## config.mk

```make
export PLATFORM = sky130hd
export DESIGN_NAME = dsoc_queue
export DESIGN_NICKNAME = d
export VERILOG_FILES = /design/src/rtl/dsoc_pkg.sv /design/src/rtl/dsoc_queue.sv
export SDC_FILE = /design/constraint.sdc
export NUM_CORES = 1
export LEC_CHECK = 0
export BUFFER_PORTS_ARGS = -buffer_cell sky130_fd_sc_hd__buf_2
export CAP_MARGIN = 10
export CELL_PAD_IN_SITES_DETAIL_PLACEMENT = 0
export CELL_PAD_IN_SITES_GLOBAL_PLACEMENT = 1
export CORE_MARGIN = 3
export CORE_UTILIZATION = 23
export DETAILED_ROUTE_END_ITERATION = 16
export PLACE_DENSITY_LB_ADDON = 0.1
export REMOVE_ABC_BUFFERS = 1
export SLEW_MARGIN = 20
export SYNTH_ARGS = -nofsm -noshare
export SYNTH_HDL_FRONTEND = slang
export SYNTH_SLANG_ARGS = --single-unit
```

## constraint.sdc

```tcl
create_clock -name clk -period 3.6 [get_ports clk]
set_input_delay 0.18 -clock clk [delete_from_list [all_inputs] [get_ports clk]]
set_output_delay 0.18 -clock clk [all_outputs]
set_load 0.05 [all_outputs]
```

## src/rtl/dsoc_pkg.sv

```systemverilog
// ----------------------------------------------------------------------------
// dsoc_pkg: shared constants and types of the duplicate and order checker
// Sizes of the value store, the counters and the queue between the front
// and back parts, plus the item record that travels through that queue.
// ----------------------------------------------------------------------------
`default_nettype none

package dsoc_pkg;

	// Number of values kept per sequence.
	localparam int DEPTH = 256;

	localparam int VALUE_W = 32;
	localparam int ELEM_COUNT_W = 9;

	// Store address and counter widths follow from DEPTH. The counter must hold
	// DEPTH itself and is never narrower than the reported count.
	localparam int ADDR_W = (DEPTH > 1) ? $clog2(DEPTH) : 1;
	localparam int COUNT_RAW_W = $clog2(DEPTH + 1);
	localparam int COUNT_W = (COUNT_RAW_W > ELEM_COUNT_W) ? COUNT_RAW_W : ELEM_COUNT_W;

	localparam logic [COUNT_W-1:0] DEPTH_COUNT = COUNT_W'(DEPTH);
	localparam logic [ELEM_COUNT_W-1:0] DEPTH_ELEM = DEPTH_COUNT[ELEM_COUNT_W-1:0];

	// Queue between front and back; a power of two.
	localparam int QUEUE_DEPTH = 2;
	localparam int QPTR_W = (QUEUE_DEPTH > 1) ? $clog2(QUEUE_DEPTH) : 1;

	// One classified item. lower/higher compare against the predecessor and
	// are both clear on the first element of a sequence.
	typedef struct packed {
		logic signed [VALUE_W-1:0] value;
		logic                      last;
		logic                      lower;
		logic                      higher;
	} item_t;

endpackage

`default_nettype wire

```

## src/rtl/dsoc_queue.sv

```systemverilog
// ----------------------------------------------------------------------------
// dsoc_queue: short item queue between front and back
// Register-based FIFO that lets the two sides stall independently.
// ----------------------------------------------------------------------------
`default_nettype none

module dsoc_queue (
	input  logic            clk,
	input  logic            arst_n,
	input  logic            push_valid,
	output logic            push_ready,
	input  dsoc_pkg::item_t push_item,
	output logic            pop_valid,
	input  logic            pop_ready,
	output dsoc_pkg::item_t pop_item
);

	dsoc_pkg::item_t               mem_q [dsoc_pkg::QUEUE_DEPTH];
	logic [dsoc_pkg::QPTR_W:0]     wr_ptr_q;
	logic [dsoc_pkg::QPTR_W:0]     rd_ptr_q;
	logic                          full;
	logic                          empty;

	assign empty = (wr_ptr_q == rd_ptr_q);
	assign full  = (wr_ptr_q[dsoc_pkg::QPTR_W] != rd_ptr_q[dsoc_pkg::QPTR_W]) &&
		(wr_ptr_q[dsoc_pkg::QPTR_W-1:0] == rd_ptr_q[dsoc_pkg::QPTR_W-1:0]);

	assign push_ready = !full;
	assign pop_valid  = !empty;
	assign pop_item   = mem_q[rd_ptr_q[dsoc_pkg::QPTR_W-1:0]];

	always_ff @(posedge clk or negedge arst_n) begin
		if (!arst_n) begin
			wr_ptr_q <= '0;
			rd_ptr_q <= '0;
		end else begin
			if (push_valid && !full) begin
				wr_ptr_q <= wr_ptr_q + 1'b1;
			end
			if (pop_ready && !empty) begin
				rd_ptr_q <= rd_ptr_q + 1'b1;
			end
		end
	end

	always_ff @(posedge clk) begin
		if (push_valid && !full) begin
			mem_q[wr_ptr_q[dsoc_pkg::QPTR_W-1:0]] <= push_item;
		end
	end

endmodule

`default_nettype wire

```

==> impl.org <==
** Routing
- The first routing iteration left 39 violations.
- The final layout contains routed wiring with a total length of about 5.6 mm.
- Dividing the detail-routed wire length by the instance count gives 15.13 um.
- Count of antenna-violating nets left after detailed routing :: 0
- Via count :: 1503
- Detailed-routing iteration count for the pre-antenna-repair pass :: 3
- Number of remaining DRC errors :: 0
- After detailed routing, the number of vias per cell comes to ~4.1.

** Cells and area
- After routing the design area is 3660 sq um.
- At the end of the flow, the number of nets in the layout was 261.
- Syn-to-layout area delta :: 32.05%
- Filler cell count :: 1168
- ANT cells :: 0
- In the final layout, the share of cells above drive strength 1 is between 50% and 60%.

** Worst setup path
- Data arrives at the worst endpoint at 2.07 ns.
- Endpoint kind of the worst setup timing path :: primary output
- Data on the critical path is required at its endpoint by 3.42 ns.
- Count of buffer and inverter cells on the critical path :: 2
- On the critical path, the stage with the largest delay is an instance of sky130_fd_sc_hd__dfrtp_2.
- Delay of the slowest cell on the worst path :: 0.75 ns
- The signal on the critical path passes through buf_4 -> mux2_2 -> buf_2.
- Worst Setup Start Kind :: flop
- Broken down by cell family, the worst path's largest delay share belongs to flip-flops.
- Maximum fanout count along the critical path :: 25
- The critical path in this run is classified as flop to primary output.

** CTS
- Clk slew on worst S/H paths :: about 0.06 ns
- The longest clock path from root to sink contains 2 buffers.
- Clock Sink Count :: 74
- The clock reaches the later pin of the worst-skew pair after 0.33 ns.
- Root buffer cell :: sky130_fd_sc_hd__clkbuf_16
- Maximum level of the CTS H-tree :: 3
- Clock tree from TritonCTS :: done
- Hold_buf cts :: 1
- Post-CTS setup buffer count :: 0
- Post-CTS repair changed the size of 0 cells.
- Clock tree synthesis inserted a total of 9 buffers.

** Floorplanning
- Row Count :: 39
- The total area inside the core boundary comes to 11610 sq um.
- Die boundary width :: 115.8 um
- The floorplan step defined a die boundary enclosing 13400 sq um.
- Vertical extent of the die :: 115.8 um
- Once the floorplan was initialized, standard cells occupied 23.86% of the core.
- For this design the top-level I/O count stands at between 70 and 80.

** STA
- Unrepaired setup endpoints after global routing :: no
- Between clock sinks in the finished design, the worst skew comes to ~0.0073 ns.
- Transition time of the tightest slew-check pin :: 0.5971 ns
- In the finished design, the share of the clock period the worst path needs comes to around 63%.
- Max-Slew Margin vs Limit :: 60.20%
- Final setup fails :: 0
- For the finished layout, the period the worst path requires is 2.251 ns.
- Count of final hold-check violations :: 0
- Number of pins exceeding their max-slew limit in the final report :: 0
- Final TNS setup :: 0 ns
- Maximum achievable frequency :: roughly 440 MHz

** Placed design
- The congestion estimate from routability-driven global placement came to 0.6587.
- Area after DPL :: 3338 sq um
- Buffers placed on the I/O ports in this run total 75.
- Detailed placer's ending HPWL :: ~3.7 mm

** Yosys
- Largest area contributor in the netlist :: sky130_fd_sc_hd__edfxtp_1
- In this run the biggest area consumer among cell types represents around three quarters of the synthesized area.
- After synthesis, the mean cell area works out to approximately 20 sq um.
- Synthesis produced around 140 cells.
- The mapped netlist covers about 2800 sq um.
- Synth Warn # :: 0
- Post-synthesis register bit count :: 74
- The netlist uses 18 different library cells.
- Part of the Yosys area used for sequential elements :: 79.46%
- Ranked by total cell area, the synthesized netlist is headed by sky130_fd_sc_hd__edfxtp_1 76%, sky130_fd_sc_hd__mux2_2 15%, sky130_fd_sc_hd__dfrtp_1 3.6%.

** GRT
- Global routing finished with a remaining overflow of 0.
- Pin count of the biggest net entering global routing :: 36
- Global routing consumed, over all layers together, ~9% of the routing resources.
- Global-route wire length before repair :: 8.790 mm
- Number of global-route vias before repair :: 1621
- The number of antenna violations at the first check in global routing came to 0.

** Worst hold path
- Tightest Hold Check Type :: input pin to flop

** Outcome
- The run finished with clean final reports.

** Flow run
- The tool flagged a number of max-cap violations equal to 0.
==> Yosys cell counts <==
library cell / count
sky130_fd_sc_hd__nand3_1: 1
sky130_fd_sc_hd__buf_2: 5
sky130_fd_sc_hd__mux2i_1: 1
sky130_fd_sc_hd__o211ai_1: 1
sky130_fd_sc_hd__a21boi_0: 1
sky130_fd_sc_hd__nor2_1: 3
sky130_fd_sc_hd__nand2_1: 4
sky130_fd_sc_hd__o21ai_1: 1
sky130_fd_sc_hd__edfxtp_1: 70
sky130_fd_sc_hd__mux2_2: 36
sky130_fd_sc_hd__o21ai_0: 1
sky130_fd_sc_hd__xor2_2: 1
sky130_fd_sc_hd__a21oi_1: 3
sky130_fd_sc_hd__clkbuf_2: 1
sky130_fd_sc_hd__nand2b_1: 2
sky130_fd_sc_hd__xnor2_1: 2
sky130_fd_sc_hd__a31oi_1: 1
sky130_fd_sc_hd__dfrtp_1: 4
==> layout make-up <==
class | count | area [sq um] | share of cell area, %
clock buffer | 11 | 232.7 | 6.359
clock inverter | 5 | 78.83 | 2.154
multi-input combinational | 58 | 558.0 | 15.25
sequential | 74 | 2203 | 60.21
tap | 143 | 178.9 | 4.889
timing repair buffer | 79 | 407.9 | 11.15
==> logic make-up after synthesis <==
group	Yosys count	share of synthesized area [%]
buf+inv	6	1.083
flops	74	79.46
mux	37	14.99
compound gates	8	1.670
xor+xnor	3	1.219
simple gates	10	1.580
==> metrics by stage <==
step | setup slack [ns] | util (%) | hold WS [ns] | cells
after CTS | 1.255 | 31.51 | 0.02534 | 370
after floorplan | 0.3964 | - | -0.1156 | 132
after global routing | 1.199 | 31.51 | 0.02125 | 370
after global placement | 1.615 | 28.74 | 0.004764 | 353
after detailed placement | 1.600 | 28.74 | 0.002833 | 353
final | 1.349 | 31.51 | 0.03854 | 370
==> registers in the layout, summed over array words and instances (netlist names) <==
name      flops
rd_ptr_q      2
mem_q        70
wr_ptr_q      2
==> routing by layer <==
metal,track usage [%],vias up,part of all wire [%]
met5,0,-,0
met2,13.46,43,47
li1,-,702,-
met1,11.43,748,44
met3,3.290,10,6.3
met4,4.872,0,2.2
==> cell usage in the layout, fill, tap and decap left out <==
master and instances:
sky130_fd_sc_hd__o21ai_1 1, sky130_fd_sc_hd__nand2b_1 2, sky130_fd_sc_hd__a21boi_0 1, sky130_fd_sc_hd__o21ai_0 1
sky130_fd_sc_hd__a31oi_1 1, sky130_fd_sc_hd__o211ai_1 1, sky130_fd_sc_hd__a21oi_4 1, sky130_fd_sc_hd__nand3_1 1
sky130_fd_sc_hd__mux2i_1 1, sky130_fd_sc_hd__buf_2 75, sky130_fd_sc_hd__dlygate4sd3_1 1, sky130_fd_sc_hd__a21oi_1 2
sky130_fd_sc_hd__edfxtp_1 70, sky130_fd_sc_hd__mux2_2 36, sky130_fd_sc_hd__xnor2_1 2, sky130_fd_sc_hd__dfrtp_2 1
sky130_fd_sc_hd__clkinv_2 2, sky130_fd_sc_hd__nor2_4 1, sky130_fd_sc_hd__dfrtp_1 3, sky130_fd_sc_hd__nand2_1 4
sky130_fd_sc_hd__buf_4 3, sky130_fd_sc_hd__nor2_1 2, sky130_fd_sc_hd__xor2_2 1, sky130_fd_sc_hd__bufinv_16 2
sky130_fd_sc_hd__clkbuf_1 2, sky130_fd_sc_hd__clkinv_4 1, sky130_fd_sc_hd__clkbuf_16 9
==> final timing paths <==
path | start | endpoint | slack [ns] | depth (start not counted)
setup / recovery | rd_ptr_q[0] | pop_item[11] | 1.35 | 3
hold / removal | push_item[15] | mem_q[1][15] | 0.04 | 1
min in group asynchronous | arst_n | wr_ptr_q[0] | 0.21 | 2
max in group asynchronous | arst_n | rd_ptr_q[0] | 3.24 | 2
hold reg to reg | wr_ptr_q[1] | wr_ptr_q[1] | 0.60 | 2
setup reg to reg | rd_ptr_q[1] | mem_q[1][5] | 1.69 | 3
==> worst reg2reg max path: stages, from the launching register on <==
cell	delay [ns]
sky130_fd_sc_hd__dfrtp_1	0.45
sky130_fd_sc_hd__xor2_2	0.25
sky130_fd_sc_hd__a21oi_4	0.44
sky130_fd_sc_hd__buf_4	0.43
Power is not shown: default switching activity piles up to over one toggle a cycle in this logic, so the estimate is an artifact.
